--- src/rtl/lav_pkg.sv ---
// Shared types, constants and arithmetic helpers of the look-at view matrix block.
`timescale 1ns / 1ps
package lav_pkg;

    localparam int FRAC_BITS   = 16;                 // fraction bits of every Q value
    localparam int WW          = 32;                 // word width of points and elements
    localparam int DW          = WW + 1;             // eye minus target, exact
    localparam int ZW          = FRAC_BITS + 2;      // unit vector component, signed
    localparam int YW          = FRAC_BITS + 3;      // z cross x component after rounding
    localparam int CW          = WW + ZW + 1;        // vector to normalise, signed
    localparam int MW          = CW;                 // its magnitude
    localparam int PW          = 2 * WW;             // product of two words
    localparam int AW          = 2 * WW + 1;         // accumulator
    localparam int NORM_HI     = 30;                 // normalised magnitude below 2^NORM_HI
    localparam int SQW         = 2 * NORM_HI + 2;    // sum of three squares
    localparam int ROOTW       = SQW / 2;            // its integer square root
    localparam int SRW         = ROOTW + 2;          // square root partial remainder
    localparam int SQRT_STEPS  = ROOTW;
    localparam int QW          = FRAC_BITS + 1;      // quotient magnitude
    localparam int NW          = NORM_HI + 1 + FRAC_BITS; // dividend
    localparam int RW          = ROOTW;              // divider remainder
    localparam int CNTW        = $clog2(SQRT_STEPS);

    localparam logic [AW-1:0] HALF   = AW'(1) << (FRAC_BITS - 1);
    localparam logic [QW-1:0] Q_MAX  = QW'(1) << FRAC_BITS;
    localparam logic [WW-1:0] ONE_W  = WW'(1) << FRAC_BITS;
    localparam logic signed [AW-1:0] SAT_HI = signed'((AW'(1) << (WW - 1)) - AW'(1));
    localparam logic signed [AW-1:0] SAT_LO = -SAT_HI - AW'(1);

    typedef logic signed [WW-1:0] word_t;
    typedef logic signed [DW-1:0] dword_t;
    typedef logic signed [ZW-1:0] unit_t;
    typedef logic signed [YW-1:0] yunit_t;

    // one camera word as it travels through the queue
    typedef struct packed {
        word_t  [2:0] eye;
        word_t  [2:0] up;
        dword_t [2:0] d;
        logic         d_zero;
    } lav_item_t;

    // finished matrix, elem[row][column]
    typedef struct packed {
        logic               deg;
        word_t [3:0][3:0]   elem;
    } lav_mat_t;

    typedef enum logic [3:0] {
        S_IDLE,
        S_MAG,
        S_SHIFT,
        S_MUL,
        S_ACC,
        S_STORE,
        S_SQRT,
        S_DINIT,
        S_DIV,
        S_DSTORE,
        S_HAND
    } lav_state_t;

    typedef enum logic [1:0] {
        T_SQ,
        T_CROSSC,
        T_CROSSY,
        T_DOT
    } lav_task_t;

    // round to FRAC_BITS, half away from zero
    function automatic logic signed [AW-1:0] round_frac(input logic signed [AW-1:0] v);
        logic [AW-1:0] m;
        logic [AW-1:0] r;
        m = v[AW-1] ? AW'(-v) : AW'(v);
        r = (m + HALF) >> FRAC_BITS;
        return v[AW-1] ? -signed'(r) : signed'(r);
    endfunction

    // negated, rounded, saturated to a word
    function automatic word_t sat_neg(input logic signed [AW-1:0] v);
        logic signed [AW-1:0] r;
        r = -round_frac(v);
        if (r > SAT_HI)
            return word_t'(SAT_HI);
        else if (r < SAT_LO)
            return word_t'(SAT_LO);
        else
            return word_t'(r);
    endfunction

endpackage

--- src/rtl/lav_rsp_if.sv ---
// Matrix row channel: one group of four elements per word.
`timescale 1ns / 1ps
interface lav_rsp_if import lav_pkg::*; ();
    logic       valid;
    logic       ready;
    logic [1:0] row_index;
    word_t      elem_a;
    word_t      elem_b;
    word_t      elem_c;
    word_t      elem_d;
    logic       last_row;
    logic       degenerate;

    modport source (output valid, row_index, elem_a, elem_b, elem_c, elem_d, last_row,
                    degenerate, input ready);
    modport sink   (input valid, row_index, elem_a, elem_b, elem_c, elem_d, last_row,
                    degenerate, output ready);
endinterface

--- src/rtl/lav_emit.sv ---
// Row emitter: holds one finished matrix and sends it as four row words.
`timescale 1ns / 1ps
module lav_emit import lav_pkg::*; (
    input  logic      clk,
    input  logic      rst_n,
    input  logic      mat_valid,
    input  lav_mat_t  mat,
    output logic      mat_ready,
    lav_rsp_if.source rsp
);

    lav_mat_t   bank_reg;
    logic       busy_reg;
    logic [1:0] row_reg;
    logic       load;
    logic       take;

    assign take      = rsp.valid && rsp.ready;
    assign mat_ready = !busy_reg || (take && row_reg == 2'd3);
    assign load      = mat_valid && mat_ready;

    assign rsp.valid      = busy_reg;
    assign rsp.row_index  = row_reg;
    assign rsp.elem_a     = bank_reg.elem[row_reg][0];
    assign rsp.elem_b     = bank_reg.elem[row_reg][1];
    assign rsp.elem_c     = bank_reg.elem[row_reg][2];
    assign rsp.elem_d     = bank_reg.elem[row_reg][3];
    assign rsp.last_row   = (row_reg == 2'd3);
    assign rsp.degenerate = bank_reg.deg;

    always_ff @(posedge clk or negedge rst_n)
    begin
        if (!rst_n)
        begin
            busy_reg <= 1'b0;
            row_reg  <= 2'd0;
        end
        else if (load)
        begin
            busy_reg <= 1'b1;
            row_reg  <= 2'd0;
        end
        else if (take)
        begin
            row_reg <= row_reg + 2'd1;
            if (row_reg == 2'd3)
                busy_reg <= 1'b0;
        end
    end

    always_ff @(posedge clk)
    begin
        if (load)
            bank_reg <= mat;
    end

    a_idle_row: assert property (@(posedge clk) disable iff (!rst_n)
        !busy_reg |-> (row_reg == 2'd0))
        else $error("row count not reset while idle");

    a_drain: assert property (@(posedge clk) disable iff (!rst_n)
        (take && row_reg == 2'd3 && !load) |=> !busy_reg)
        else $error("emitter still busy after last row");

endmodule

--- src/flat_wrapper.sv ---
// flat-port wrapper written by rule: the top's interface ports become plain ports
module lav_emit_flat import lav_pkg::*;
  (clk, rst_n, mat_valid, mat, mat_ready, rsp_valid, rsp_row_index, rsp_elem_a, rsp_elem_b, rsp_elem_c, rsp_elem_d, rsp_last_row, rsp_degenerate, rsp_ready);
  lav_rsp_if rsp_i ();
  input  logic clk;
  input  logic rst_n;
  input  logic mat_valid;
  input  lav_mat_t mat;
  output logic mat_ready;
  output wire logic [$bits(rsp_i.valid)-1:0] rsp_valid;
  output wire logic [$bits(rsp_i.row_index)-1:0] rsp_row_index;
  output wire logic [$bits(rsp_i.elem_a)-1:0] rsp_elem_a;
  output wire logic [$bits(rsp_i.elem_b)-1:0] rsp_elem_b;
  output wire logic [$bits(rsp_i.elem_c)-1:0] rsp_elem_c;
  output wire logic [$bits(rsp_i.elem_d)-1:0] rsp_elem_d;
  output wire logic [$bits(rsp_i.last_row)-1:0] rsp_last_row;
  output wire logic [$bits(rsp_i.degenerate)-1:0] rsp_degenerate;
  input wire logic [$bits(rsp_i.ready)-1:0] rsp_ready;
  assign rsp_valid = rsp_i.valid;
  assign rsp_row_index = rsp_i.row_index;
  assign rsp_elem_a = rsp_i.elem_a;
  assign rsp_elem_b = rsp_i.elem_b;
  assign rsp_elem_c = rsp_i.elem_c;
  assign rsp_elem_d = rsp_i.elem_d;
  assign rsp_last_row = rsp_i.last_row;
  assign rsp_degenerate = rsp_i.degenerate;
  assign rsp_i.ready = rsp_ready;
  lav_emit u_core (.clk(clk), .rst_n(rst_n), .mat_valid(mat_valid), .mat(mat), .mat_ready(mat_ready), .rsp(rsp_i));
endmodule
--- config.mk ---
export PLATFORM = sky130hd
export DESIGN_NAME = lav_emit_flat
export DESIGN_NICKNAME = d
export VERILOG_FILES = /design/src/rtl/lav_pkg.sv /design/src/rtl/lav_rsp_if.sv /design/src/rtl/lav_emit.sv /design/src/flat_wrapper.sv
export SDC_FILE = /design/constraint.sdc
export NUM_CORES = 1
export LEC_CHECK = 0
export BUFFER_PORTS_ARGS = -buffer_cell sky130_fd_sc_hd__buf_2
export CAP_MARGIN = 5
export CORE_AREA = 2 2 254 256
export DETAILED_ROUTE_END_ITERATION = 6
export DIE_AREA = 0 0 256 258
export PLACE_DENSITY = 0.54
export SYNTH_ARGS = -nofsm -noshare
export SYNTH_HDL_FRONTEND = slang
export SYNTH_SLANG_ARGS = --single-unit
--- constraint.sdc ---
create_clock -name clk -period 11.8 [get_ports clk]
set_input_delay 0.59 -clock clk [delete_from_list [all_inputs] [get_ports clk]]
set_output_delay 0.59 -clock clk [all_outputs]
set_load 0.005 [all_outputs]
==> results list <==
* Status: finished clean
- Reg2reg end: u_core.bank_reg[463]
- Number of standard cells in the layout, taps in and fillers out: 2291
* Cells on Worst Hold Path: 1
* Critical hold path startpoint: mat[460]
- The worst setup path is launched from a flip-flop.
- Critical path arrival: 3610 ps
- Mean instance size in the synthesized netlist: 27.19 um2
* CTS tree: yes
- Across the VDD grid, the largest voltage drop is 139.7 uV.
* Total number of yosys warnings: 0
* Initial core utilization: 0.2930
- The number of gates resized after CTS was 0.
- The register with the most flip-flops in the layout has 512 of them.
- The first global-routing pass estimated 69310 um of wire.
* Setup slack of the worst register-to-register path: 7810 ps
- The number of antenna violations at the first check in global routing is 24.
* Source-to-sink clock delay at the later pin of the worst-skew pair: 600 ps
- Via count of the first global-routing pass: 10780
- H-Tree Depth: 2
- Clock root cell: sky130_fd_sc_hd__clkbuf_16
- Number of buffers added for setup after CTS: 0
- Buffers inserted to repair hold after CTS numbered 1.
- Max-cap viol count: 0
* Launch instance of the worst register-to-register path: u_core.rsp.row_index[0]
* Final worst path period need: 4202 ps
- In the global route stage, overall resource usage came out at 0.1416.
- Core Box Area: 63650 um2
- Detailed placement finished with a half-perimeter wire length of 34920 um.
- Setup repair after global routing left no endpoint under its margin.
* Die extent in y: 258 um
- Number of buffers created by CTS: 57
* Period utilisation layout: 0.3561
* Number of instances in the synthesized netlist: 686
- Vias after detailed routing: 9966
- Once detail routing completed, the nets flagged for antenna violations numbered 0.
- In the final layout, the share of cells above drive strength 1 is 0.6145.
- Total congestion overflow after global routing: 0
- Area enclosed by the die boundary: 66050 um2
- Dividing the detail-routed wire length by the instance count gives 21.13 um.
- F_max: 0.2380 GHz
- For the final database, setup skew stands at 16.35 ps.
- 651 I/O pins were placed.
- Pin count of the biggest net entering global routing: 170
* Signed area change from the synthesized netlist to the final layout: 32.65%
- Measured on the finished design, the core utilization comes to 0.3887.
- Number of clock sinks seen by CTS: 516
- Path type of the worst setup path: flip-flop to primary output
* Type of element capturing the critical path: primary output
* Synthesis-stage register bit count: 516
- By instance count, the leading cell after synthesis is sky130_fd_sc_hd__edfxtp_1.
- Dividing the detail-routed via count by the number of cells gives 4.350.
- The share of synthesized area in the top cell type comes to 0.8259.
* Routability-driven placement congestion ratio: 0.8340
- Post-synth cell types: 17
- Measured against its own limit, the worst slew margin works out to 0.3238.
* Core Rows: 93
- The cell area that synthesis handed to floorplanning was 18650 um2.
- Number of DRC violations after detailed-routing iteration 0: 725
* Total power divided by cell area: 213.2 nW/um2
- Counting flops with a built-in enable in the synthesized netlist gives 513.
- Async SR Flop Fraction: 0.005814
- Dominant cell type by area after synthesis: sky130_fd_sc_hd__edfxtp_1
- Along the worst path, the maximum fanout reaches 38.
- The worst hold path terminates at u_core.bank_reg[460].
* Main flop type after synthesis: sky130_fd_sc_hd__edfxtp_1
* Total nets after synthesis: 1204
- Data required time of the worst path: 11210 ps
- R2R cell count: 6
- Static power due to leakage: 9.039 nW
- Class of the tightest hold or removal check: input pin to flip-flop
* Worst-Margin Slew: 1014 ps
- After detailed placement, the design holds a cell count of 2171.
* Cell types occupying the most area after synthesis: sky130_fd_sc_hd__edfxtp_1 83%, sky130_fd_sc_hd__mux4_2 15%, sky130_fd_sc_hd__buf_6 0.66%, sky130_fd_sc_hd__dfrtp_1 0.40%, sky130_fd_sc_hd__buf_2 0.35%
- Number of nets in the layout: 1894
- Max-slew violation total from the final report: 0
* Clock Pin Slew Worst Setup and Hold Paths: 60 ps
- For the final routed database, the setup TNS stands at 0 ps.
* Count of final hold-check violations: 0
* IO Port Bufs: 650
- Total Routed Length: 48400 um
- The floorplan step set the die width to 256 um.
- DRC violations left: 0
- Part of the Yosys area used for sequential elements: 0.8299
* Final count of negative-setup-slack endpoints: 0
- Worst hold slack after final layout: 162.9 ps
- Ranked by instance count, the synthesized netlist is headed by 513 x sky130_fd_sc_hd__edfxtp_1, 128 x sky130_fd_sc_hd__mux4_2, 13 x sky130_fd_sc_hd__buf_2, 11 x sky130_fd_sc_hd__buf_6, 5 x sky130_fd_sc_hd__nand2_1.
- In this run the deepest clock path goes through 3 buffers.
- The first TritonRoute pass finished after 5 iterations.
==> power by group <==
part	total [mW]	switching [mW]	internal (mW)	leakage [nW]
clock network	1.74	0.717	1.02	0.912
registers	2.35	0.0911	2.26	4.69
logic	1.19	0.568	0.620	3.43
==> metal layers <==
metal  vias to the layer above  routed length [um]  track usage
li1                       4398                   -            -
met1                      5012               17600       0.1597
met4                        24                1096      0.05003
met3                        95                4543      0.05732
met2                       437               25040       0.2431
met5                         -                 129            0
==> critical path: stages (launching register included) <==
cell	delay, ps
sky130_fd_sc_hd__dfrtp_4	790
sky130_fd_sc_hd__buf_4	610
sky130_fd_sc_hd__buf_4	740
sky130_fd_sc_hd__mux4_2	610
sky130_fd_sc_hd__buf_2	140
==> layout by cell type, fill, tap and decap left out <==
master	Yosys	routed
sky130_fd_sc_hd__clkbuf_1	1	11
sky130_fd_sc_hd__and2_4	0	1
sky130_fd_sc_hd__clkinvlp_4	0	1
sky130_fd_sc_hd__buf_12	0	2
sky130_fd_sc_hd__clkinv_2	0	15
sky130_fd_sc_hd__buf_2	13	650
sky130_fd_sc_hd__buf_4	2	7
sky130_fd_sc_hd__mux2i_1	1	1
sky130_fd_sc_hd__clkinv_4	0	1
sky130_fd_sc_hd__diode_2	0	12
sky130_fd_sc_hd__nand2_1	5	5
sky130_fd_sc_hd__inv_1	1	1
sky130_fd_sc_hd__o21ai_0	2	2
sky130_fd_sc_hd__inv_6	0	2
sky130_fd_sc_hd__ha_1	1	1
sky130_fd_sc_hd__clkbuf_16	0	59
sky130_fd_sc_hd__dfrtp_1	3	1
sky130_fd_sc_hd__nand2b_1	1	1
sky130_fd_sc_hd__dlygate4sd3_1	0	1
sky130_fd_sc_hd__mux4_2	128	128
sky130_fd_sc_hd__clkinv_1	0	11
sky130_fd_sc_hd__dfrtp_4	0	2
sky130_fd_sc_hd__inv_8	0	2
sky130_fd_sc_hd__bufinv_16	0	5
sky130_fd_sc_hd__edfxtp_1	513	513
sky130_fd_sc_hd__nand3_1	1	1
==> cell type report <==
cell class              instances  area, um2
clock inverters                37      322.8
flip-flops and latches        516      15490
fillers                      5890      38910
repair buffers                660       3356
inverters                       1      3.754
clock buffers                  70       1518
well taps                     855       1070
multi-input cells             140       2954
diodes                         12      30.03
==> worst max path at each step <==
stage                       startpoint                   end  depth (start not counted)
3_3_place_gp   u_core.rsp.row_index[0]  u_core.bank_reg[212]                          6
6_report       u_core.rsp.row_index[0]        rsp_elem_b[29]                          4
3_5_place_dp   u_core.rsp.row_index[0]  u_core.bank_reg[212]                          6
4_1_cts        u_core.rsp.row_index[0]        rsp_elem_a[20]                          4
2_1_floorplan  u_core.rsp.row_index[1]    u_core.bank_reg[0]                          4
5_1_grt        u_core.rsp.row_index[0]        rsp_elem_b[29]                          4
==> cells by family (layout without fill, tap and decap cells) <==
kind of cell	count (synthesis)	after routing	synth area share
compound gates	2	2	0.0005367
fa+ha+maj	1	1	0.0006707
buf+inv	30	768	0.01181
flops	516	516	0.8299
mux	129	129	0.1551
other cells	0	12	0
simple gates	8	8	0.001946
==> through the flow <==
step	area (um2)	worst slack [ps]	total power, mW
2_1_floorplan	18650	4308	3.149
4_1_cts	24710	7392	5.367
6_report	24740	7598	5.276
3_3_place_gp	22860	7875	3.595
5_1_grt	24730	7249	5.513
3_5_place_dp	22860	7793	3.608
Note: power is estimated with default switching activity, not from simulation.
