$ cat config.mk
export PLATFORM = sky130hd
export DESIGN_NAME = lav_front_flat
export DESIGN_NICKNAME = d
export VERILOG_FILES = /design/src/rtl/lav_pkg.sv /design/src/rtl/lav_req_if.sv /design/src/rtl/lav_front.sv /design/src/flat_wrapper.sv
export SDC_FILE = /design/constraint.sdc
export NUM_CORES = 1
export LEC_CHECK = 0
export ABC_AREA = 1
export BUFFER_PORTS_ARGS = -buffer_cell sky130_fd_sc_hd__buf_2
export CAP_MARGIN = 20
export CORE_AREA = 3 3 226 228
export CTS_BUF_LIST = sky130_fd_sc_hd__clkbuf_8
export DETAILED_ROUTE_END_ITERATION = 16
export DIE_AREA = 0 0 229 231
export GPL_TIMING_DRIVEN = 0
export PLACE_DENSITY = 0.65
export SLEW_MARGIN = 10
export SYNTH_ARGS = -nofsm -noshare
export SYNTH_HDL_FRONTEND = slang
export SYNTH_SLANG_ARGS = --single-unit
export TNS_END_PERCENT = 20
$ cat constraint.sdc
create_clock -name clk -period 18.4 [get_ports clk]
set_clock_uncertainty 0.2 [all_clocks]
set_input_delay 2.76 -clock clk [delete_from_list [all_inputs] [get_ports clk]]
set_output_delay 2.76 -clock clk [all_outputs]
set_load 0.005 [all_outputs]
$ cat src/rtl/lav_pkg.sv
// Shared types, constants and arithmetic helpers of the look-at view matrix block.
`timescale 1ns / 1ps
package lav_pkg;

    localparam int FRAC_BITS   = 16;                 // fraction bits of every Q value
    localparam int WW          = 32;                 // word width of points and elements
    localparam int DW          = WW + 1;             // eye minus target, exact
    localparam int ZW          = FRAC_BITS + 2;      // unit vector component, signed
    localparam int YW          = FRAC_BITS + 3;      // z cross x component after rounding
    localparam int CW          = WW + ZW + 1;        // vector to normalise, signed
    localparam int MW          = CW;                 // its magnitude
    localparam int PW          = 2 * WW;             // product of two words
    localparam int AW          = 2 * WW + 1;         // accumulator
    localparam int NORM_HI     = 30;                 // normalised magnitude below 2^NORM_HI
    localparam int SQW         = 2 * NORM_HI + 2;    // sum of three squares
    localparam int ROOTW       = SQW / 2;            // its integer square root
    localparam int SRW         = ROOTW + 2;          // square root partial remainder
    localparam int SQRT_STEPS  = ROOTW;
    localparam int QW          = FRAC_BITS + 1;      // quotient magnitude
    localparam int NW          = NORM_HI + 1 + FRAC_BITS; // dividend
    localparam int RW          = ROOTW;              // divider remainder
    localparam int CNTW        = $clog2(SQRT_STEPS);

    localparam logic [AW-1:0] HALF   = AW'(1) << (FRAC_BITS - 1);
    localparam logic [QW-1:0] Q_MAX  = QW'(1) << FRAC_BITS;
    localparam logic [WW-1:0] ONE_W  = WW'(1) << FRAC_BITS;
    localparam logic signed [AW-1:0] SAT_HI = signed'((AW'(1) << (WW - 1)) - AW'(1));
    localparam logic signed [AW-1:0] SAT_LO = -SAT_HI - AW'(1);

    typedef logic signed [WW-1:0] word_t;
    typedef logic signed [DW-1:0] dword_t;
    typedef logic signed [ZW-1:0] unit_t;
    typedef logic signed [YW-1:0] yunit_t;

    // one camera word as it travels through the queue
    typedef struct packed {
        word_t  [2:0] eye;
        word_t  [2:0] up;
        dword_t [2:0] d;
        logic         d_zero;
    } lav_item_t;

    // finished matrix, elem[row][column]
    typedef struct packed {
        logic               deg;
        word_t [3:0][3:0]   elem;
    } lav_mat_t;

    typedef enum logic [3:0] {
        S_IDLE,
        S_MAG,
        S_SHIFT,
        S_MUL,
        S_ACC,
        S_STORE,
        S_SQRT,
        S_DINIT,
        S_DIV,
        S_DSTORE,
        S_HAND
    } lav_state_t;

    typedef enum logic [1:0] {
        T_SQ,
        T_CROSSC,
        T_CROSSY,
        T_DOT
    } lav_task_t;

    // round to FRAC_BITS, half away from zero
    function automatic logic signed [AW-1:0] round_frac(input logic signed [AW-1:0] v);
        logic [AW-1:0] m;
        logic [AW-1:0] r;
        m = v[AW-1] ? AW'(-v) : AW'(v);
        r = (m + HALF) >> FRAC_BITS;
        return v[AW-1] ? -signed'(r) : signed'(r);
    endfunction

    // negated, rounded, saturated to a word
    function automatic word_t sat_neg(input logic signed [AW-1:0] v);
        logic signed [AW-1:0] r;
        r = -round_frac(v);
        if (r > SAT_HI)
            return word_t'(SAT_HI);
        else if (r < SAT_LO)
            return word_t'(SAT_LO);
        else
            return word_t'(r);
    endfunction

endpackage

$ cat src/rtl/lav_req_if.sv
// Camera word channel: eye, target and up vector.
`timescale 1ns / 1ps
interface lav_req_if import lav_pkg::*; ();
    logic  valid;
    logic  ready;
    word_t eye_x;
    word_t eye_y;
    word_t eye_z;
    word_t target_x;
    word_t target_y;
    word_t target_z;
    word_t up_x;
    word_t up_y;
    word_t up_z;

    modport source (output valid, eye_x, eye_y, eye_z, target_x, target_y, target_z,
                    up_x, up_y, up_z, input ready);
    modport sink   (input valid, eye_x, eye_y, eye_z, target_x, target_y, target_z,
                    up_x, up_y, up_z, output ready);
endinterface

$ cat src/rtl/lav_front.sv
// Front end: takes camera words, forms eye minus target and flags a zero view vector.
`timescale 1ns / 1ps
module lav_front import lav_pkg::*; (
    input  logic      clk,
    input  logic      rst_n,
    lav_req_if.sink   req,
    output logic      push,
    output lav_item_t push_data,
    input  logic      push_ready
);

    logic      valid_reg;
    lav_item_t item_reg;
    lav_item_t item_next;

    assign req.ready = !valid_reg || push_ready;
    assign push      = valid_reg;
    assign push_data = item_reg;

    always_comb
    begin
        item_next.eye[0] = req.eye_x;
        item_next.eye[1] = req.eye_y;
        item_next.eye[2] = req.eye_z;
        item_next.up[0]  = req.up_x;
        item_next.up[1]  = req.up_y;
        item_next.up[2]  = req.up_z;
        item_next.d[0]   = DW'(req.eye_x) - DW'(req.target_x);
        item_next.d[1]   = DW'(req.eye_y) - DW'(req.target_y);
        item_next.d[2]   = DW'(req.eye_z) - DW'(req.target_z);
        item_next.d_zero = (req.eye_x == req.target_x) && (req.eye_y == req.target_y)
                           && (req.eye_z == req.target_z);
    end

    always_ff @(posedge clk or negedge rst_n)
    begin
        if (!rst_n)
            valid_reg <= 1'b0;
        else if (req.ready)
            valid_reg <= req.valid;
    end

    always_ff @(posedge clk)
    begin
        if (req.valid && req.ready)
            item_reg <= item_next;
    end

endmodule

$ cat src/flat_wrapper.sv
// flat-port wrapper written by rule: the top's interface ports become plain ports
module lav_front_flat import lav_pkg::*;
  (clk, rst_n, push, push_data, push_ready, req_valid, req_eye_x, req_eye_y, req_eye_z, req_target_x, req_target_y, req_target_z, req_up_x, req_up_y, req_up_z, req_ready);
  lav_req_if req_i ();
  input  logic clk;
  input  logic rst_n;
  output logic push;
  output lav_item_t push_data;
  input  logic push_ready;
  input wire logic [$bits(req_i.valid)-1:0] req_valid;
  input wire logic [$bits(req_i.eye_x)-1:0] req_eye_x;
  input wire logic [$bits(req_i.eye_y)-1:0] req_eye_y;
  input wire logic [$bits(req_i.eye_z)-1:0] req_eye_z;
  input wire logic [$bits(req_i.target_x)-1:0] req_target_x;
  input wire logic [$bits(req_i.target_y)-1:0] req_target_y;
  input wire logic [$bits(req_i.target_z)-1:0] req_target_z;
  input wire logic [$bits(req_i.up_x)-1:0] req_up_x;
  input wire logic [$bits(req_i.up_y)-1:0] req_up_y;
  input wire logic [$bits(req_i.up_z)-1:0] req_up_z;
  output wire logic [$bits(req_i.ready)-1:0] req_ready;
  assign req_i.valid = req_valid;
  assign req_i.eye_x = req_eye_x;
  assign req_i.eye_y = req_eye_y;
  assign req_i.eye_z = req_eye_z;
  assign req_i.target_x = req_target_x;
  assign req_i.target_y = req_target_y;
  assign req_i.target_z = req_target_z;
  assign req_i.up_x = req_up_x;
  assign req_i.up_y = req_up_y;
  assign req_i.up_z = req_up_z;
  assign req_ready = req_i.ready;
  lav_front u_core (.clk(clk), .rst_n(rst_n), .req(req_i), .push(push), .push_data(push_data), .push_ready(push_ready));
endmodule
==> impl_metrics.json, run 1 <==
{
  "finalMaxSlewViolations": 0,
  "yosysWarnings": 0,
  "postCtsResizedCells": 0,
  "cts-root-to-sink-buffers": 3,
  "coreArea_mm2": 0.0491,
  "grt_antenna_before_repair": 11,
  "globalplace.congestion": 0.894,
  "dp.final_hpwl_mm": 48.6,
  "hold_viol_final": 0,
  "route.met3.wl_mm": 4.58,
  "syn-instance-count": 1982,
  "clock_sinks": 293,
  "area_of_combinational_cells_with_multiple_inputs_mm2": 0.00610,
  "detailedRoute.firstPassIterationCount": 5,
  "startpoint_of_the_worst_setup_timing_path": "push_ready",
  "synth_simple_gate_area_share_pct": 24.4,
  "vias": 14700,
  "grt_setup_unrepaired": "false",
  "final.fill_count": 4936,
  "status": "completed",
  "share_of_synthesized_area_occupied_by_flip_flops_and_latches_pct": 52.7,
  "route.final.wire_length_mm": 57.7,
  "synth_compound_area_share_pct": 2.15,
  "register_area_mm2": 0.00879,
  "xor_xnor_fraction_of_synth_area_pct": 2.36,
  "syn-mean-instance-area_um2": 8.41,
  "ant_nets": 0,
  "hold_path_class": "flip-flop to flip-flop",
  "worst_setup_hold_path_clk_slew_ps": 70,
  "max-vdd-ir-drop_v": 0.0000463,
  "synth.cell_area_mm2": 0.0167,
  "worst_setup_path_end_kind": "primary output",
  "worst-endpoint-required_ps": 15440,
  "floorplan.initialDensity_pct": 34.0,
  "routed.top_layer": "met5",
  "drive_above_1_share_pct": 26.7,
  "syn_to_final_growth_pct": 30.3,
  "numCtsBuffers": 52,
  "final.hold.worst_slack_ps": 383,
  "synth.net_count": 2373,
  "netlist-cell-type-count": 25,
  "place_area_mm2": 0.0208,
  "fmax_mhz": 164,
  "cts.htree.levels": 2,
  "clock_insertion_delay_worst_skew_ps": 630,
  "fp-row-count": 81,
  "buffer_ports.inserted": 585,
  "boundaryPins": 586,
  "cts_post_setup_buffers_inserted": 0,
  "root_buffer_cell": "clkbuf_8",
  "grt_max_degree": 31,
  "detail_route.drc_violations": 0,
  "wl_per_cell_um": 17.3,
  "min_period_ps": 6110,
  "grt_overflow": 0,
  "critical_path_startpoint_category": "primary input",
  "design_area_mm2": 0.0217,
  "setup_ws_ps": 12290,
  "timing.rr.start": "u_core.push",
  "p_leak_nw": 11.9,
  "min-delay-start": "u_core.push",
  "die_area_mm2": 0.0529,
  "grt_usage_pct": 21.0,
  "first_global_vias": 14500,
  "met2_length_mm": 27.8,
  "power_per_cell_area_mw_per_mm2": 82.1,
  "slew-limit-headroom_pct": 48.9,
  "global_route_wire_length_before_repair_mm": 85.0,
  "synth_fa_ha_area_share_pct": 7.56,
  "die_width_um": 229,
  "cts_tree": "built",
  "critical_path_class": "primary input to primary output",
  "worstPathMaxFanout": 2,
  "report.final.setup_viol": 0,
  "pre_cts_slack_ps": 12290,
  "cts_hold_buffers": 0,
  "layout_worst_path_cycle_share_pct": 33.2,
  "layout.nets": 3025,
  "max_cap_violations": 0,
  "drt-vias-per-instance": 4.41,
  "muxShareOfSynthArea_pct": 0,
  "synth_top_family_by_area": "simple AND/OR/NAND/NOR gates",
  "worstPathArrival_ps": 3150,
  "dr.first_iter.drc_count": 788,
  "synth-seq-cells": 293,
  "max_slew.worst_pin.slew_ps": 764,
  "vertical_die_dimension_um": 231,
  "met1_length_mm": 24.3
}
## cells in the mapped netlist, drive strengths merged
master / instances / area share, %
xnor2: 8 / 0.42
buf: 1 / 0.045
a21o: 3 / 0.14
and2: 6 / 0.23
nand4: 13 / 0.49
inv: 476 / 11
or2: 5 / 0.19
nor4: 1 / 0.075
edfxtp: 292 / 53
a21oi: 62 / 1.9
nand3: 76 / 2.5
nor2: 127 / 3.0
nor3: 7 / 0.21
xor2: 37 / 1.9
nand2: 765 / 18
fa: 3 / 0.36
ha: 96 / 7.2
dfrtp: 1 / 0.15
o21bai: 3 / 0.14
## sequential cells by signal, summed over array words and instances (netlist names)
name,cells
u_core.push_data,292
u_core.push,1
## cells in the final DEF, fill, tap and decap left out, types with 2 or more instances in the layout
cell type and count:
nor2_2 5, clkbuf_8 52, nand2_1 728, o21bai_1 3
xnor2_1 8, clkinv_2 4, or2_1 5, nor3_1 7
inv_1 491, and2_1 6, buf_12 6, a21o_1 3
nand2_2 36, a21oi_1 60, fa_1 3, nand3_2 6
inv_8 2, ha_1 96, clkinvlp_4 2, bufinv_16 2
diode_2 3, buf_2 585, nor2_1 121, nand3_1 70
buf_16 7, xor2_1 37, edfxtp_1 292, nand4_1 13
clkinv_1 16
## critical path: stages
cell and delay [ps]:
buf_2 90, inv_1 90, nand2_1 70, buf_2 130
## report_power, final
part	switching [mW]	internal, mW	leakage (nW)
Combinational	0.240	0.144	8.52
Sequential	0.0137	0.801	2.80
Clock	0.291	0.294	0.542
## final timing paths
kind,slack (ps),end,cells after the start
min in group asynchronous,1700,u_core.push,1
worst min register to register,380,u_core.push,2
worst min-delay path,380,u_core.push,2
worst max register to register,15750,u_core.push_data[24],6
max in group asynchronous,16210,u_core.push,1
worst max-delay path,12290,req_ready,4
## stage by stage
stage               total power [mW]  util, %  setup TNS, ps  std cells
finish                          1.78     44.3              0       3341
global route                    1.88     44.3              0       3340
CTS                             1.81     44.3              0       3338
detailed placement              1.21     42.3              0       3244
global placement                1.23     41.7       -1633070       3231
floorplan                       1.05        -              0       1982
## area by class of cell
type                    count  area share [%]
diodes                      3          0.0345
plain buffers               1          0.0345
clock buffers              52            3.29
clock inverters            42            1.15
inverters                 476            8.22
multi-input cells        1212            28.1
flip-flops and latches    293            40.5
well taps                 664            3.82
repair buffers            598            14.9
## metal layers
layer | vias to the layer above | global-route usage, %
met4 | 6 | 4.45
met5 | - | 0
met1 | 6682 | 26.5
li1 | 7432 | -
met3 | 71 | 5.47
met2 | 544 | 36.3
## cell families after synthesis
group	after synthesis
compound gates	68
buf+inv	477
flops	293
simple gates	1000
fa+ha+maj	99
xor+xnor	45
No activity file was read; power rests on OpenSTA's default activity.
==> inputs of run 2 (changes only) <==
Settings changed: ABC_AREA 1 to 0, CORE_AREA 3 3 226 228 to 3 3 227 229, DIE_AREA 0 0 229 231 to 0 0 230 232, PLACE_DENSITY 0.65 to 0.59.
Clock period 18.4 ns to 6.3 ns, I/O delays scaled along.
==> impl_metrics.json, run 2 <==
{
  "vertical_die_dimension_um": 232,
  "clock_sinks": 293,
  "worstPathArrival_ps": 3910,
  "syn-mean-instance-area_um2": 13.1,
  "timing.hold.worst_path_depth": 1,
  "timing.rr.start": "u_core.push",
  "syn_to_final_growth_pct": 34.7,
  "first_global_vias": 11400,
  "muxShareOfSynthArea_pct": 0.0710,
  "startpoint_of_the_worst_setup_timing_path": "req_eye_y[0]",
  "power_per_cell_area_mw_per_mm2": 264,
  "cts_tree": "built",
  "die_area_mm2": 0.0534,
  "synth_simple_gate_area_share_pct": 7.11,
  "hold_path_end": "u_core.push_data[101]",
  "synth.cell_area_mm2": 0.0141,
  "power_switching_mw": 1.40,
  "synth_top_family_by_area": "compound AO/OA/AOI/OAI gates",
  "final.fill_count": 4932,
  "cts-root-to-sink-buffers": 3,
  "worst-r2r-setup-slack_ps": 3790,
  "post_synth_most_frequent_cells": "edfxtp_1, inv_1, ha_1",
  "worst_setup_path_end_kind": "flip-flop",
  "layout_worst_path_cycle_share_pct": 59.1,
  "critical_path_class": "primary input to flip-flop",
  "ant_nets": 0,
  "grt_usage_pct": 17.0,
  "critical_path_startpoint_category": "primary input",
  "netlist-cell-type-count": 65,
  "grt_antenna_before_repair": 22,
  "internal_power_mw": 3.62,
  "worstPathCellList": "buf_2 -> inv_1 -> ha_1 -> fa_1 -> and2b_1 -> o211ai_1 -> a21oi_1 -> nor2_1 -> o311ai_2 -> a31oi_1 -> o21ai_2 -> nor3_1 -> a2111oi_2",
  "status": "completed",
  "synth-seq-cells": 293,
  "max_cap_violations": 0,
  "drive_above_1_share_pct": 39.1,
  "layout.nets": 2111,
  "grt_overflow": 0,
  "detail_route.drc_violations": 0,
  "place.detailed.instances": 2336,
  "post-synth-top-count-cell": "edfxtp_1",
  "worst_r2r_path_depth": 4,
  "global_route_wire_length_before_repair_mm": 68.5,
  "xor_xnor_fraction_of_synth_area_pct": 5.09,
  "numCtsBuffers": 53,
  "finalMaxSlewViolations": 0,
  "wl_per_cell_um": 19.3,
  "synth_fa_ha_area_share_pct": 8.94,
  "boundaryPins": 586,
  "floorplan.initialDensity_pct": 28.3,
  "synth-main-ff-cell": "edfxtp_1",
  "fmax_mhz": 269,
  "pre_cts_slack_ps": 1910,
  "min-delay-start": "req_up_x[1]",
  "worst_setup_hold_path_clk_slew_ps": 60,
  "clock_insertion_delay_worst_skew_ps": 600,
  "syn-instance-count": 1075,
  "slew-limit-headroom_pct": 46.9,
  "setup_ws_ps": 2580,
  "p_seq_share_pct": 47.5,
  "swShare_pct": 27.8,
  "async_flop_share_pct": 0.341,
  "dr.first_iter.drc_count": 502,
  "synth_top_cell_by_area": "edfxtp_1",
  "root_buffer_cell": "clkbuf_8",
  "synth_compound_area_share_pct": 12.7,
  "combinationalPowerShare_pct": 18.6,
  "worst-endpoint-required_ps": 6490,
  "tns_ps": 0,
  "synth.net_count": 1466,
  "detailedRoute.firstPassIterationCount": 5,
  "grt_setup_unrepaired": "false",
  "most-common-layout-cells": "buf_2, edfxtp_1, inv_1",
  "cts.htree.levels": 2,
  "finalCoreUtilization_pct": 38.1,
  "number_of_enable_type_register_cells_in_the_synthesized_netlist": 292,
  "worstPathMaxFanout": 4,
  "buffer_ports.inserted": 585,
  "synth_top_cell_area_share_pct": 62.2,
  "max-vdd-ir-drop_v": 0.000148,
  "worst_path_max_delay_cell": "o311ai_2",
  "min_period_ps": 3720,
  "crit-reg2reg-capture": "u_core.push_data[72]",
  "postCtsResizedCells": 0,
  "largest_register_ff_count": 292,
  "layoutNonFillerInstCount": 2447,
  "hold_path_class": "primary input to flip-flop",
  "share_of_synthesized_area_occupied_by_flip_flops_and_latches_pct": 62.3,
  "fp-row-count": 82,
  "p_leak_nw": 8.59,
  "synth_top_cells_by_area": "edfxtp_1, ha_1, xnor2_1",
  "hold_viol_final": 0,
  "die_width_um": 230,
  "worst_path_largest_cell_delay_ps": 510,
  "route.final.wire_length_mm": 47.3,
  "max_slew.worst_pin.slew_ps": 796,
  "grt_max_degree": 67,
  "cts_post_setup_buffers_inserted": 0,
  "report.final.setup_viol": 0,
  "dp.final_hpwl_mm": 38.6,
  "most_common_library_cell_in_the_layout_ignoring_fill_and_taps": "buf_2",
  "vias": 11200,
  "total_power_mw": 5.01,
  "globalplace.congestion": 0.846,
  "clkPwrFrac_pct": 33.9,
  "drt-vias-per-instance": 4.57,
  "yosysWarnings": 0,
  "coreArea_mm2": 0.0499
}
-- run 2: changes by cell type in the layout (fill, tap and decap cells not counted), sizes merged, moves of 37 or more --
| cell | change |
|---|---|
| nand3 | -60 |
| xnor2 | +51 |
| inv | -346 |
| a21o | +46 |
| nor2 | -85 |
| o21ai | +37 |
| nand2 | -710 |
-- run 2: cells by family after synthesis --
family | after synthesis
flip-flops | 293
AO/OA/AOI/OAI | 263
AND/OR/NAND/NOR | 199
buffers and inverters | 138
adder cells (fa/ha/maj) | 99
XOR/XNOR | 82
multiplexers | 1
-- run 2: worst max-delay path, delay by kind of cell --
family                   cells  cell delay, ps
AO/OA/AOI/OAI                6            1740
adder cells (fa/ha/maj)      2             610
buffers and inverters        2             130
AND/OR/NAND/NOR              3             470
-- run 2: stage by stage --
step           hold slack (ps)  cell area [um^2]
2_1_floorplan              337             14100
3_3_place_gp               318             17900
3_5_place_dp               345             18000
4_1_cts                    211             19000
5_1_grt                    219             19000
6_report                   283             19000
-- run 2: cell type report --
type                            instances  area (um^2)  area share, %
Clock inverter                         41          240           1.26
Clock buffer                           53          729           3.84
Inverter                              128          480           2.53
Sequential cell                       293         8790           46.3
Timing Repair Buffer                  590         3050           16.0
Buffer                                 10         41.3          0.217
Tap cell                              672          841           4.42
Antenna cell                           16         40.0          0.211
Multi-Input combinational cell        644         4790           25.2
-- run 2: timing repair --
action | 4_1_cts | 5_1_grt
endpoints found under the hold margin | 1 | 0
setup endpoints to repair | 0 | 0
hold buffers | 1 | 0
-- run 2: how the worst max path moves through the flow --
stage | to | slack, ps | depth (start not counted)
CTS | u_core.push_data[60] | 2590 | 13
finish | u_core.push_data[60] | 2580 | 13
global route | u_core.push_data[60] | 2390 | 13
floorplan | u_core.push_data[0] | 970 | 2
detailed placement | u_core.push_data[60] | 1910 | 13
global placement | u_core.push_data[265] | -660 | 3
-- run 2: metal layers --
metal	vias up	global-route usage (%)	share of wire [%]	wire length, um
met5	-	0	0.11	54
met2	493	30.0	51	24100
met4	8	8.05	3.8	1780
li1	5297	-	-	-
met3	96	5.90	8.8	4160
met1	5286	18.2	36	17200
-- run 2: power by group through the flow --
stage	clock, mW	combinational, mW	sequential [mW]
6_report	1.70	0.933	2.38
3_5_place_dp	0	0.937	2.42
3_3_place_gp	0	0.912	2.44
4_1_cts	1.77	0.942	2.38
2_1_floorplan	0	0.490	2.46
5_1_grt	1.85	1.03	2.39
