## src/rtl/lav_pkg.sv

```systemverilog
// Shared types, constants and arithmetic helpers of the look-at view matrix block.
`timescale 1ns / 1ps
package lav_pkg;

    localparam int FRAC_BITS   = 16;                 // fraction bits of every Q value
    localparam int WW          = 32;                 // word width of points and elements
    localparam int DW          = WW + 1;             // eye minus target, exact
    localparam int ZW          = FRAC_BITS + 2;      // unit vector component, signed
    localparam int YW          = FRAC_BITS + 3;      // z cross x component after rounding
    localparam int CW          = WW + ZW + 1;        // vector to normalise, signed
    localparam int MW          = CW;                 // its magnitude
    localparam int PW          = 2 * WW;             // product of two words
    localparam int AW          = 2 * WW + 1;         // accumulator
    localparam int NORM_HI     = 30;                 // normalised magnitude below 2^NORM_HI
    localparam int SQW         = 2 * NORM_HI + 2;    // sum of three squares
    localparam int ROOTW       = SQW / 2;            // its integer square root
    localparam int SRW         = ROOTW + 2;          // square root partial remainder
    localparam int SQRT_STEPS  = ROOTW;
    localparam int QW          = FRAC_BITS + 1;      // quotient magnitude
    localparam int NW          = NORM_HI + 1 + FRAC_BITS; // dividend
    localparam int RW          = ROOTW;              // divider remainder
    localparam int CNTW        = $clog2(SQRT_STEPS);

    localparam logic [AW-1:0] HALF   = AW'(1) << (FRAC_BITS - 1);
    localparam logic [QW-1:0] Q_MAX  = QW'(1) << FRAC_BITS;
    localparam logic [WW-1:0] ONE_W  = WW'(1) << FRAC_BITS;
    localparam logic signed [AW-1:0] SAT_HI = signed'((AW'(1) << (WW - 1)) - AW'(1));
    localparam logic signed [AW-1:0] SAT_LO = -SAT_HI - AW'(1);

    typedef logic signed [WW-1:0] word_t;
    typedef logic signed [DW-1:0] dword_t;
    typedef logic signed [ZW-1:0] unit_t;
    typedef logic signed [YW-1:0] yunit_t;

    // one camera word as it travels through the queue
    typedef struct packed {
        word_t  [2:0] eye;
        word_t  [2:0] up;
        dword_t [2:0] d;
        logic         d_zero;
    } lav_item_t;

    // finished matrix, elem[row][column]
    typedef struct packed {
        logic               deg;
        word_t [3:0][3:0]   elem;
    } lav_mat_t;

    typedef enum logic [3:0] {
        S_IDLE,
        S_MAG,
        S_SHIFT,
        S_MUL,
        S_ACC,
        S_STORE,
        S_SQRT,
        S_DINIT,
        S_DIV,
        S_DSTORE,
        S_HAND
    } lav_state_t;

    typedef enum logic [1:0] {
        T_SQ,
        T_CROSSC,
        T_CROSSY,
        T_DOT
    } lav_task_t;

    // round to FRAC_BITS, half away from zero
    function automatic logic signed [AW-1:0] round_frac(input logic signed [AW-1:0] v);
        logic [AW-1:0] m;
        logic [AW-1:0] r;
        m = v[AW-1] ? AW'(-v) : AW'(v);
        r = (m + HALF) >> FRAC_BITS;
        return v[AW-1] ? -signed'(r) : signed'(r);
    endfunction

    // negated, rounded, saturated to a word
    function automatic word_t sat_neg(input logic signed [AW-1:0] v);
        logic signed [AW-1:0] r;
        r = -round_frac(v);
        if (r > SAT_HI)
            return word_t'(SAT_HI);
        else if (r < SAT_LO)
            return word_t'(SAT_LO);
        else
            return word_t'(r);
    endfunction

endpackage

```

## src/rtl/lav_fifo.sv

```systemverilog
// Two-entry queue between the front end and the matrix engine.
`timescale 1ns / 1ps
module lav_fifo import lav_pkg::*; (
    input  logic      clk,
    input  logic      rst_n,
    input  logic      push,
    input  lav_item_t push_data,
    output logic      push_ready,
    input  logic      pop,
    output logic      pop_valid,
    output lav_item_t pop_data
);

    lav_item_t  mem_reg [2];
    logic       wr_ptr_reg;
    logic       rd_ptr_reg;
    logic [1:0] count_reg;
    logic       do_push;
    logic       do_pop;

    assign push_ready = (count_reg != 2'd2);
    assign pop_valid  = (count_reg != 2'd0);
    assign pop_data   = mem_reg[rd_ptr_reg];
    assign do_push    = push && push_ready;
    assign do_pop     = pop && pop_valid;

    always_ff @(posedge clk or negedge rst_n)
    begin
        if (!rst_n)
        begin
            wr_ptr_reg <= 1'b0;
            rd_ptr_reg <= 1'b0;
            count_reg  <= 2'd0;
        end
        else
        begin
            if (do_push)
                wr_ptr_reg <= !wr_ptr_reg;
            if (do_pop)
                rd_ptr_reg <= !rd_ptr_reg;
            if (do_push && !do_pop)
                count_reg <= count_reg + 2'd1;
            else if (do_pop && !do_push)
                count_reg <= count_reg - 2'd1;
        end
    end

    always_ff @(posedge clk)
    begin
        if (do_push)
            mem_reg[wr_ptr_reg] <= push_data;
    end

    a_ptr_empty: assert property (@(posedge clk) disable iff (!rst_n)
        (count_reg == 2'd0) |-> (wr_ptr_reg == rd_ptr_reg))
        else $error("queue empty with pointers apart");

endmodule

```

## config.mk

```make
export PLATFORM = sky130hd
export DESIGN_NAME = lav_fifo
export DESIGN_NICKNAME = d
export VERILOG_FILES = /design/src/rtl/lav_pkg.sv /design/src/rtl/lav_fifo.sv
export SDC_FILE = /design/constraint.sdc
export NUM_CORES = 1
export LEC_CHECK = 0
export ABC_CLOCK_PERIOD_IN_PS = 23900
export BUFFER_PORTS_ARGS = -buffer_cell sky130_fd_sc_hd__buf_2
export CORE_AREA = 2 2 231 233
export CTS_BUF_LIST = sky130_fd_sc_hd__clkbuf_2
export DETAILED_ROUTE_END_ITERATION = 12
export DIE_AREA = 0 0 233 235
export GPL_TIMING_DRIVEN = 1
export HOLD_SLACK_MARGIN = 0.02
export PLACE_DENSITY = 0.67
export RECOVER_POWER = 25
export SYNTH_ARGS = -nofsm -noshare
export SYNTH_HDL_FRONTEND = slang
export SYNTH_SLANG_ARGS = --single-unit
```

## constraint.sdc

```tcl
create_clock -name clk -period 23.9 [get_ports clk]
set_input_delay 0 -clock clk [delete_from_list [all_inputs] [get_ports clk]]
set_output_delay 0 -clock clk [all_outputs]
set_load 0.01 [all_outputs]
```

==> flow_results.xml, run 1 <==
<?xml version="1.0" encoding="UTF-8"?>
<metrics>
  <group name="synthesis">
    <metric name="synth_largest_type_area_fraction" unit="">0.781</metric>
    <metric name="most_numerous_cell_types_in_the_synthesized_netlist" unit="">584 x sky130_fd_sc_hd__edfxtp_1, 270 x sky130_fd_sc_hd__mux2_4, 22 x sky130_fd_sc_hd__mux2_2</metric>
    <metric name="sequential_cell_area_fraction_in_the_yosys_report" unit="">0.786</metric>
    <metric name="netlist_top_cells_area" unit="">sky130_fd_sc_hd__edfxtp_1 78%, sky130_fd_sc_hd__mux2_4 18%, sky130_fd_sc_hd__mux2_2 1.1%</metric>
    <metric name="synth_top_flop_cell" unit="">sky130_fd_sc_hd__edfxtp_1</metric>
    <metric name="synth_async_sr_flop_share" unit="">0.00680</metric>
    <metric name="synth_cells" unit="">927</metric>
    <metric name="netlist.top_cell.by_area" unit="">sky130_fd_sc_hd__edfxtp_1</metric>
    <metric name="synth.net_count" unit="">1224</metric>
    <metric name="synthesized_cell_area" unit="mm2">0.0224</metric>
    <metric name="synth.most_common_cell" unit="">sky130_fd_sc_hd__edfxtp_1</metric>
    <metric name="synth_seq_cells" unit="">588</metric>
    <metric name="syn_avg_cell_area" unit="um2">24.2</metric>
    <metric name="synth-edff-count" unit="">584</metric>
    <metric name="ys_warn_count" unit="">0</metric>
    <metric name="synth.lib_cells_used.distinct" unit="">17</metric>
  </group>
  <group name="clock_network">
    <metric name="htree_levels" unit="">4</metric>
    <metric name="cts.hold.buffers_added" unit="">489</metric>
    <metric name="clock_tree.root_cell" unit="">sky130_fd_sc_hd__clkbuf_2</metric>
    <metric name="cts_sinks" unit="">588</metric>
    <metric name="clockBufferDepth" unit="">3</metric>
    <metric name="numCtsBuffers" unit="">146</metric>
    <metric name="post_cts.repair.setup_buffers" unit="">0</metric>
    <metric name="cts_resized" unit="">0</metric>
  </group>
  <group name="run_status">
    <metric name="failing_step" unit="">clock tree synthesis (4_1_cts)</metric>
    <metric name="error_message" unit="">[ERROR RSZ-0060] Max buffer count reached.</metric>
    <metric name="run_status" unit="">stopped before the end</metric>
  </group>
  <group name="floorplan">
    <metric name="initial_utilization" unit="">0.430</metric>
    <metric name="row_count" unit="">84</metric>
    <metric name="io_pins" unit="">590</metric>
    <metric name="die_x" unit="um">233</metric>
    <metric name="chip_height" unit="um">235</metric>
  </group>
  <group name="placed_design">
    <metric name="post-place-ws" unit="ns">20.22</metric>
    <metric name="io_buffers" unit="">589</metric>
    <metric name="place.gp.congestion" unit="">0.863</metric>
    <metric name="detailed_place_hpwl" unit="mm">35.0</metric>
  </group>
</metrics>
-- stage by stage --
| step | hold slack [ns] | std cells | cell area, um2 |
|---|---|---|---|
| 3_3_place_gp | -0.189 | 2184 | 26000 |
| 2_1_floorplan | -0.296 | 927 | 22400 |
| 3_5_place_dp | -0.179 | 2184 | 26000 |
-- cells by family after synthesis --
logic type	after synthesis	synth area share
fa+ha+maj	1	0.000557
xor+xnor	5	0.00195
simple gates	7	0.00151
flops	588	0.786
buf+inv	34	0.0184
mux	292	0.192
==> inputs of run 2 (changes only) <==
--- a/config.mk
+++ b/config.mk
@@ -7,13 +7,10 @@
 export LEC_CHECK = 0
 export ABC_CLOCK_PERIOD_IN_PS = 23900
 export BUFFER_PORTS_ARGS = -buffer_cell sky130_fd_sc_hd__buf_2
-export CORE_AREA = 2 2 231 233
-export CTS_BUF_LIST = sky130_fd_sc_hd__clkbuf_2
+export CORE_UTILIZATION = 31
 export DETAILED_ROUTE_END_ITERATION = 12
-export DIE_AREA = 0 0 233 235
 export GPL_TIMING_DRIVEN = 1
-export HOLD_SLACK_MARGIN = 0.02
-export PLACE_DENSITY = 0.67
+export PLACE_DENSITY_LB_ADDON = 0.15
 export RECOVER_POWER = 25
 export SYNTH_ARGS = -nofsm -noshare
 export SYNTH_HDL_FRONTEND = slang
==> flow_results.xml, run 2 <==
<?xml version="1.0" encoding="UTF-8"?>
<metrics>
  <group name="run_status">
    <metric name="run_status" unit="">completed</metric>
  </group>
  <group name="setup_path">
    <metric name="worst-path-max-fanout" unit="">122</metric>
    <metric name="max_stage_delay" unit="ns">0.99</metric>
    <metric name="worstRegToRegCells" unit="">4</metric>
    <metric name="crit_type" unit="">reg2out</metric>
    <metric name="critPathCaptureType" unit="">output port</metric>
    <metric name="arrival_time_reported_for_the_critical_path_endpoint" unit="ns">3.85</metric>
    <metric name="crit_slowest_cell" unit="">sky130_fd_sc_hd__buf_4</metric>
    <metric name="setup.reg_to_reg.worst_slack" unit="ns">20.56</metric>
    <metric name="regToRegEndpoint" unit="">mem_reg[1][86]</metric>
    <metric name="critical_path.reg2reg.startpoint" unit="">count_reg[0]</metric>
    <metric name="path_cells" unit="">buf_12 -&gt; buf_4 -&gt; mux2_2 -&gt; buf_2</metric>
    <metric name="worst_ep_required_time" unit="ns">23.90</metric>
    <metric name="start_kind" unit="">flop</metric>
  </group>
  <group name="drt">
    <metric name="routed-via-count" unit="">12034</metric>
    <metric name="drtIter0Drc" unit="">534</metric>
    <metric name="ant_nets" unit="">0</metric>
    <metric name="detail_route.vias_per_cell" unit="">4.21</metric>
    <metric name="drt-total-wl" unit="mm">52.4</metric>
    <metric name="firstDrtPassIters" unit="">4</metric>
    <metric name="route.detailed.wl_per_inst" unit="um">18.3</metric>
    <metric name="drcViolationCount" unit="">0</metric>
  </group>
  <group name="placed_design">
    <metric name="place.gp.congestion" unit="">0.748</metric>
    <metric name="detailed_place_hpwl" unit="mm">34.0</metric>
    <metric name="io_buffers" unit="">589</metric>
    <metric name="post-place-ws" unit="ns">20.56</metric>
    <metric name="dpl.cell_count" unit="">2443</metric>
    <metric name="dpl-instance-area" unit="mm2">0.0263</metric>
  </group>
  <group name="timing">
    <metric name="clock-skew-final" unit="ns">0.0195</metric>
    <metric name="worst_slew_margin_rel" unit="">0.176</metric>
    <metric name="fin_tns_setup" unit="ns">0</metric>
    <metric name="grt_setup_unrepaired" unit="">false</metric>
    <metric name="timing.final.hold_violations" unit="">0</metric>
    <metric name="transition_time_at_the_pin_with_the_least_slew_margin" unit="ns">1.24</metric>
    <metric name="setup_viol" unit="">0</metric>
    <metric name="fin_worst_hold_slack" unit="ns">0.137</metric>
    <metric name="period_needed" unit="ns">3.85</metric>
    <metric name="max_freq" unit="MHz">260</metric>
    <metric name="final-max-slew-violation-count" unit="">0</metric>
    <metric name="layout_setup_ws" unit="ns">20.05</metric>
    <metric name="fin_crit_sh" unit="">0.161</metric>
  </group>
  <group name="hold_path">
    <metric name="hold_endpoint" unit="">mem_reg[0][236]</metric>
    <metric name="worstHoldStart" unit="">push_data[236]</metric>
    <metric name="holdPathStages" unit="">2</metric>
    <metric name="holdCritPathClass" unit="">in2reg</metric>
  </group>
  <group name="cells_and_area">
    <metric name="most_frequent_standard_cell_in_the_layout_excluding_fill_and_tap_cells" unit="">sky130_fd_sc_hd__edfxtp_1</metric>
    <metric name="finalInstanceArea" unit="mm2">0.0311</metric>
    <metric name="final_core_util" unit="">0.435</metric>
    <metric name="mostFrequentLayoutCells" unit="">584 x sky130_fd_sc_hd__edfxtp_1, 464 x sky130_fd_sc_hd__buf_2, 296 x sky130_fd_sc_hd__dlygate4sd3_1</metric>
    <metric name="layout.cells.non_filler" unit="">2859</metric>
    <metric name="area_growth" unit="%">38.7</metric>
    <metric name="drive_gt1_frac" unit="">0.449</metric>
    <metric name="finish.net_count" unit="">2156</metric>
    <metric name="largest_reg_flops" unit="">584</metric>
    <metric name="num-fill-cells" unit="">6512</metric>
  </group>
  <group name="grt">
    <metric name="grt_start_max_net_pins" unit="">171</metric>
    <metric name="grt_pass1_wl" unit="mm">77.3</metric>
    <metric name="grt_usage" unit="">0.139</metric>
    <metric name="antenna_found_initial" unit="">5</metric>
    <metric name="grt_remaining_overflow" unit="">0</metric>
    <metric name="vias_in_the_first_global_route" unit="">13044</metric>
  </group>
  <group name="synthesis">
    <metric name="synth_largest_type_area_fraction" unit="">0.781</metric>
    <metric name="syn_avg_cell_area" unit="um2">24.2</metric>
    <metric name="netlist.top_cell.by_area" unit="">sky130_fd_sc_hd__edfxtp_1</metric>
    <metric name="synth_cells" unit="">927</metric>
    <metric name="synthesized_cell_area" unit="mm2">0.0224</metric>
    <metric name="synth.net_count" unit="">1224</metric>
    <metric name="synth.lib_cells_used.distinct" unit="">17</metric>
    <metric name="synth.most_common_cell" unit="">sky130_fd_sc_hd__edfxtp_1</metric>
    <metric name="netlist_top_cells_area" unit="">sky130_fd_sc_hd__edfxtp_1 78%, sky130_fd_sc_hd__mux2_4 18%, sky130_fd_sc_hd__mux2_2 1.1%</metric>
    <metric name="synth-edff-count" unit="">584</metric>
    <metric name="most_numerous_cell_types_in_the_synthesized_netlist" unit="">584 x sky130_fd_sc_hd__edfxtp_1, 270 x sky130_fd_sc_hd__mux2_4, 22 x sky130_fd_sc_hd__mux2_2</metric>
    <metric name="synth_seq_cells" unit="">588</metric>
    <metric name="synth_top_flop_cell" unit="">sky130_fd_sc_hd__edfxtp_1</metric>
    <metric name="ys_warn_count" unit="">0</metric>
    <metric name="sequential_cell_area_fraction_in_the_yosys_report" unit="">0.786</metric>
    <metric name="synth_async_sr_flop_share" unit="">0.00680</metric>
  </group>
  <group name="floorplan">
    <metric name="die_area" unit="mm2">0.0735</metric>
    <metric name="chip_height" unit="um">271</metric>
    <metric name="core_area" unit="mm2">0.0716</metric>
    <metric name="io_pins" unit="">590</metric>
    <metric name="row_count" unit="">98</metric>
    <metric name="initial_utilization" unit="">0.313</metric>
    <metric name="die_x" unit="um">271</metric>
  </group>
  <group name="power_and_ir_drop">
    <metric name="power_per_cell_area" unit="mW/mm2">116</metric>
    <metric name="finalPower" unit="mW">3.61</metric>
    <metric name="power.share.switching" unit="">0.297</metric>
    <metric name="combinational_power_share" unit="">0.332</metric>
    <metric name="p_seq_frac" unit="">0.407</metric>
    <metric name="p_leak" unit="nW">12.1</metric>
    <metric name="intPower" unit="mW">2.54</metric>
    <metric name="power.net_switching" unit="mW">1.07</metric>
    <metric name="max-vdd-ir-drop" unit="uV">79.6</metric>
    <metric name="clockPowerShare" unit="">0.261</metric>
  </group>
  <group name="clock_network">
    <metric name="worstSkewPairLatency" unit="ns">0.57</metric>
    <metric name="worst_setup_hold_path_clk_slew" unit="ns">0.06</metric>
    <metric name="htree_levels" unit="">3</metric>
    <metric name="cts_sinks" unit="">588</metric>
    <metric name="numCtsBuffers" unit="">68</metric>
    <metric name="clockBufferDepth" unit="">3</metric>
    <metric name="post_cts.repair.setup_buffers" unit="">0</metric>
    <metric name="tritoncts" unit="">built</metric>
    <metric name="clock_tree.root_cell" unit="">sky130_fd_sc_hd__clkbuf_16</metric>
  </group>
  <group name="job">
    <metric name="max_cap_viol_count" unit="">0</metric>
  </group>
</metrics>
-- run 2: cell counts after synthesis --
No cell type changed its count.
-- run 2: per-layer routing --
layer / wire, um / track usage / vias up
li1: - / - / 5581
met1: 20900 / 0.165 / 5952
met2: 26100 / 0.237 / 407
met3: 4050 / 0.0439 / 88
met4: 1370 / 0.0479 / 6
met5: 38 / 0 / -
-- run 2: layout make-up --
type | count | area, um2 | area share
multi-input combinational | 305 | 4400 | 0.141
antenna | 1 | 2.50 | 0.0000804
sequential | 588 | 17600 | 0.567
clock buffer | 86 | 1790 | 0.0575
timing repair buffer | 895 | 5870 | 0.189
clock inverter | 33 | 226 | 0.00728
tap | 950 | 1190 | 0.0382
inverter | 1 | 3.75 | 0.000121
-- run 2: worst max path at each step --
stage,from,to,slack [ns],depth (start not counted)
after floorplan,count_reg[0],mem_reg[0][0],10.16,3
after global placement,count_reg[0],mem_reg[1][74],20.58,4
after detailed placement,count_reg[0],mem_reg[1][30],20.56,4
after CTS,rd_ptr_reg,pop_data[1],20.06,4
after global routing,rd_ptr_reg,pop_data[1],19.91,4
final,rd_ptr_reg,pop_data[1],20.05,4
-- run 2: kinds of logic (layout without fill, tap and decap cells) --
| kind of cell | Yosys count | in the layout | share of synthesized area |
|---|---|---|---|
| AND/OR/NAND/NOR | 7 | 7 | 0.00151 |
| flip-flops | 588 | 588 | 0.786 |
| XOR/XNOR | 5 | 5 | 0.00195 |
| other | 0 | 1 | 0 |
| buffers and inverters | 34 | 1015 | 0.0184 |
| adder cells (fa/ha/maj) | 1 | 1 | 0.000557 |
| multiplexers | 292 | 292 | 0.192 |
-- run 2: power groups by stage --
stage	logic, mW	clock network [mW]	registers, mW
after floorplan	0.806	0	1.57
after global placement	1.19	0	1.49
after detailed placement	1.18	0	1.50
after CTS	1.23	0.976	1.47
after global routing	1.28	1.01	1.49
final	1.20	0.941	1.47
-- run 2: critical path, delay by kind of cell, from the launching register on --
family	cells	cell delay, ns
buffers and inverters	3	1.69
DFF	1	0.66
muxes	1	0.43
-- run 2: what timing repair did --
action | 4_1_cts | 5_1_grt
hold buffers | 296 | 0
hold endpoints to repair | 591 | 0
gates resized for setup | 0 | 0
(Power assumes the default switching activity.)
==> inputs of run 3 (changes only) <==
--- a/config.mk
+++ b/config.mk
@@ -5,7 +5,7 @@
 export SDC_FILE = /design/constraint.sdc
 export NUM_CORES = 1
 export LEC_CHECK = 0
-export ABC_CLOCK_PERIOD_IN_PS = 23900
+export ABC_CLOCK_PERIOD_IN_PS = 3900
 export BUFFER_PORTS_ARGS = -buffer_cell sky130_fd_sc_hd__buf_2
 export CORE_UTILIZATION = 31
 export DETAILED_ROUTE_END_ITERATION = 12
==> constraint.sdc (replaced) <==
create_clock -name clk -period 3.9 [get_ports clk]
set_input_delay 0 -clock clk [delete_from_list [all_inputs] [get_ports clk]]
set_output_delay 0 -clock clk [all_outputs]
set_load 0.01 [all_outputs]
==> flow_results.xml, run 3 (synthesis gave the netlist of run 2 again) <==
<?xml version="1.0" encoding="UTF-8"?>
<metrics>
  <group name="run_status">
    <metric name="run_status" unit="">completed</metric>
  </group>
  <group name="timing">
    <metric name="max_freq" unit="MHz">396</metric>
    <metric name="period_needed" unit="ns">2.52</metric>
    <metric name="transition_time_at_the_pin_with_the_least_slew_margin" unit="ns">0.739</metric>
    <metric name="worst_slew_margin_rel" unit="">0.507</metric>
    <metric name="timing.final.hold_violations" unit="">0</metric>
    <metric name="grt_setup_unrepaired" unit="">false</metric>
    <metric name="clock-skew-final" unit="ns">0.0231</metric>
    <metric name="final-max-slew-violation-count" unit="">0</metric>
    <metric name="fin_crit_sh" unit="">0.647</metric>
    <metric name="setup_viol" unit="">0</metric>
  </group>
  <group name="drt">
    <metric name="detail_route.vias_per_cell" unit="">4.22</metric>
    <metric name="routed-via-count" unit="">12156</metric>
    <metric name="firstDrtPassIters" unit="">4</metric>
    <metric name="ant_nets" unit="">0</metric>
    <metric name="drt-total-wl" unit="mm">52.8</metric>
    <metric name="routedLengthMet1" unit="mm">20.9</metric>
    <metric name="drcViolationCount" unit="">0</metric>
    <metric name="routed-wl-met3" unit="mm">4.15</metric>
    <metric name="met2WireLength" unit="mm">26.3</metric>
    <metric name="top_signal_layer_used" unit="">met5</metric>
    <metric name="drtIter0Drc" unit="">409</metric>
    <metric name="route.detailed.wl_per_inst" unit="um">18.3</metric>
  </group>
  <group name="power_and_ir_drop">
    <metric name="p_leak" unit="nW">12.3</metric>
    <metric name="max-vdd-ir-drop" unit="uV">396</metric>
    <metric name="finalPower" unit="mW">22.8</metric>
    <metric name="power_per_cell_area" unit="mW/mm2">722</metric>
  </group>
  <group name="cells_and_area">
    <metric name="diodes" unit="">0</metric>
    <metric name="most_frequent_standard_cell_in_the_layout_excluding_fill_and_tap_cells" unit="">sky130_fd_sc_hd__edfxtp_1</metric>
    <metric name="largest_reg_flops" unit="">584</metric>
    <metric name="finish.net_count" unit="">2173</metric>
    <metric name="mostFrequentLayoutCells" unit="">584 x sky130_fd_sc_hd__edfxtp_1, 474 x sky130_fd_sc_hd__buf_2, 296 x sky130_fd_sc_hd__dlygate4sd3_1</metric>
    <metric name="area_growth" unit="%">40.8</metric>
    <metric name="finalInstanceArea" unit="mm2">0.0316</metric>
    <metric name="drive_gt1_frac" unit="">0.465</metric>
  </group>
  <group name="placed_design">
    <metric name="place.gp.congestion" unit="">0.738</metric>
    <metric name="io_buffers" unit="">589</metric>
    <metric name="detailed_place_hpwl" unit="mm">35.5</metric>
    <metric name="dpl-instance-area" unit="mm2">0.0265</metric>
  </group>
  <group name="setup_path">
    <metric name="max_stage_delay" unit="ns">0.85</metric>
    <metric name="start_kind" unit="">flop</metric>
    <metric name="worst-path-max-fanout" unit="">31</metric>
    <metric name="crit_type" unit="">reg2out</metric>
    <metric name="path_cells" unit="">buf_4 -&gt; mux2_4 -&gt; buf_2</metric>
    <metric name="worst_ep_required_time" unit="ns">3.90</metric>
    <metric name="crit_slowest_cell" unit="">sky130_fd_sc_hd__dfrtp_4</metric>
    <metric name="arrival_time_reported_for_the_critical_path_endpoint" unit="ns">2.52</metric>
    <metric name="critPathCaptureType" unit="">output port</metric>
  </group>
  <group name="grt">
    <metric name="grt_usage" unit="">0.140</metric>
    <metric name="grt_pass1_wl" unit="mm">78.3</metric>
    <metric name="grt_remaining_overflow" unit="">0</metric>
    <metric name="vias_in_the_first_global_route" unit="">13192</metric>
    <metric name="grt_start_max_net_pins" unit="">108</metric>
    <metric name="antenna_found_initial" unit="">2</metric>
  </group>
  <group name="clock_network">
    <metric name="cts_sinks" unit="">588</metric>
    <metric name="htree_levels" unit="">3</metric>
    <metric name="tritoncts" unit="">built</metric>
    <metric name="numCtsBuffers" unit="">68</metric>
    <metric name="clock_tree.root_cell" unit="">sky130_fd_sc_hd__clkbuf_16</metric>
    <metric name="clockBufferDepth" unit="">3</metric>
    <metric name="worstSkewPairLatency" unit="ns">0.61</metric>
    <metric name="worst_setup_hold_path_clk_slew" unit="ns">0.06</metric>
  </group>
  <group name="floorplan">
    <metric name="chip_height" unit="um">271</metric>
    <metric name="core_area" unit="mm2">0.0716</metric>
    <metric name="initial_utilization" unit="">0.313</metric>
    <metric name="row_count" unit="">98</metric>
    <metric name="die_x" unit="um">271</metric>
    <metric name="io_pins" unit="">590</metric>
    <metric name="die_area" unit="mm2">0.0735</metric>
  </group>
  <group name="job">
    <metric name="max_cap_viol_count" unit="">0</metric>
  </group>
  <group name="hold_path">
    <metric name="holdCritPathClass" unit="">in2reg</metric>
  </group>
</metrics>
run 3: cell count changes in the layout (fill, tap and decap cells not counted), moves of 3 or more:
cell                        delta
sky130_fd_sc_hd__clkbuf_1     -12
sky130_fd_sc_hd__buf_4        +10
sky130_fd_sc_hd__clkinv_2      +5
sky130_fd_sc_hd__buf_2        +10
sky130_fd_sc_hd__clkinv_8      -4
sky130_fd_sc_hd__clkinv_1      -4
sky130_fd_sc_hd__bufinv_16     +6
sky130_fd_sc_hd__inv_16        +3
sky130_fd_sc_hd__buf_12        +7
run 3: metrics by stage:
stage	instances	hold slack, ns	util	worst slack (ns)	TNS [ns]
2_1_floorplan	927	-0.296	-	-1.45	-619.01
3_3_place_gp	2460	-0.187	0.370	1.75	0
3_5_place_dp	2460	-0.185	0.370	1.74	0
4_1_cts	2882	0.0604	0.443	1.26	0
5_1_grt	2882	0.0841	0.441	1.22	0
6_report	2882	0.115	0.441	1.38	0
run 3: final timing paths:
kind / cells past startpoint / slack, ns / startpoint / endpoint
setup / recovery: 3 / 1.38 / rd_ptr_reg / pop_data[171]
hold / removal: 2 / 0.12 / push_data[235] / mem_reg[0][235]
setup reg to reg: 3 / 1.80 / count_reg[0] / mem_reg[1][159]
hold reg to reg: 1 / 0.54 / count_reg[0] / count_reg[0]
max in group asynchronous: 3 / 3.36 / rst_n / rd_ptr_reg
min in group asynchronous: 3 / 0.35 / rst_n / wr_ptr_reg
run 3: power by group:
group          switching (mW)  total [mW]  internal [mW]
Combinational            3.78        7.44           3.66
Clock                    2.55        6.35           3.80
Sequential              0.399        9.03           8.63
Total                    6.73        22.8           16.1
run 3: cell type report:
cell class	count	area, um2
Fill cell	6483	40000
Sequential cell	588	17600
Timing Repair Buffer	912	6100
Multi-Input combinational cell	305	4420
Clock buffer	85	1810
Tap cell	950	1190
Clock inverter	41	448
Inverter	1	3.75
run 3: timing repair:
| item | in CTS | in global routing |
|---|---|---|
| hold buffers | 296 | 0 |
| endpoints found under the setup margin | 0 | 0 |
| endpoints found under the hold margin | 598 | 0 |
| resized for setup | 0 | 0 |
| buffers inserted | 0 | 0 |
run 3: critical path: cells and delay by family (launching register included):
family,cells,cell delay [ns]
buffers and inverters,2,0.70
DFF,1,0.85
muxes,1,0.35
run 3: layer usage:
layer | up-vias | global-route usage
met5 | - | 0
met4 | 4 | 0.0498
met3 | 91 | 0.0480
met2 | 397 | 0.240
met1 | 6038 | 0.162
li1 | 5626 | -
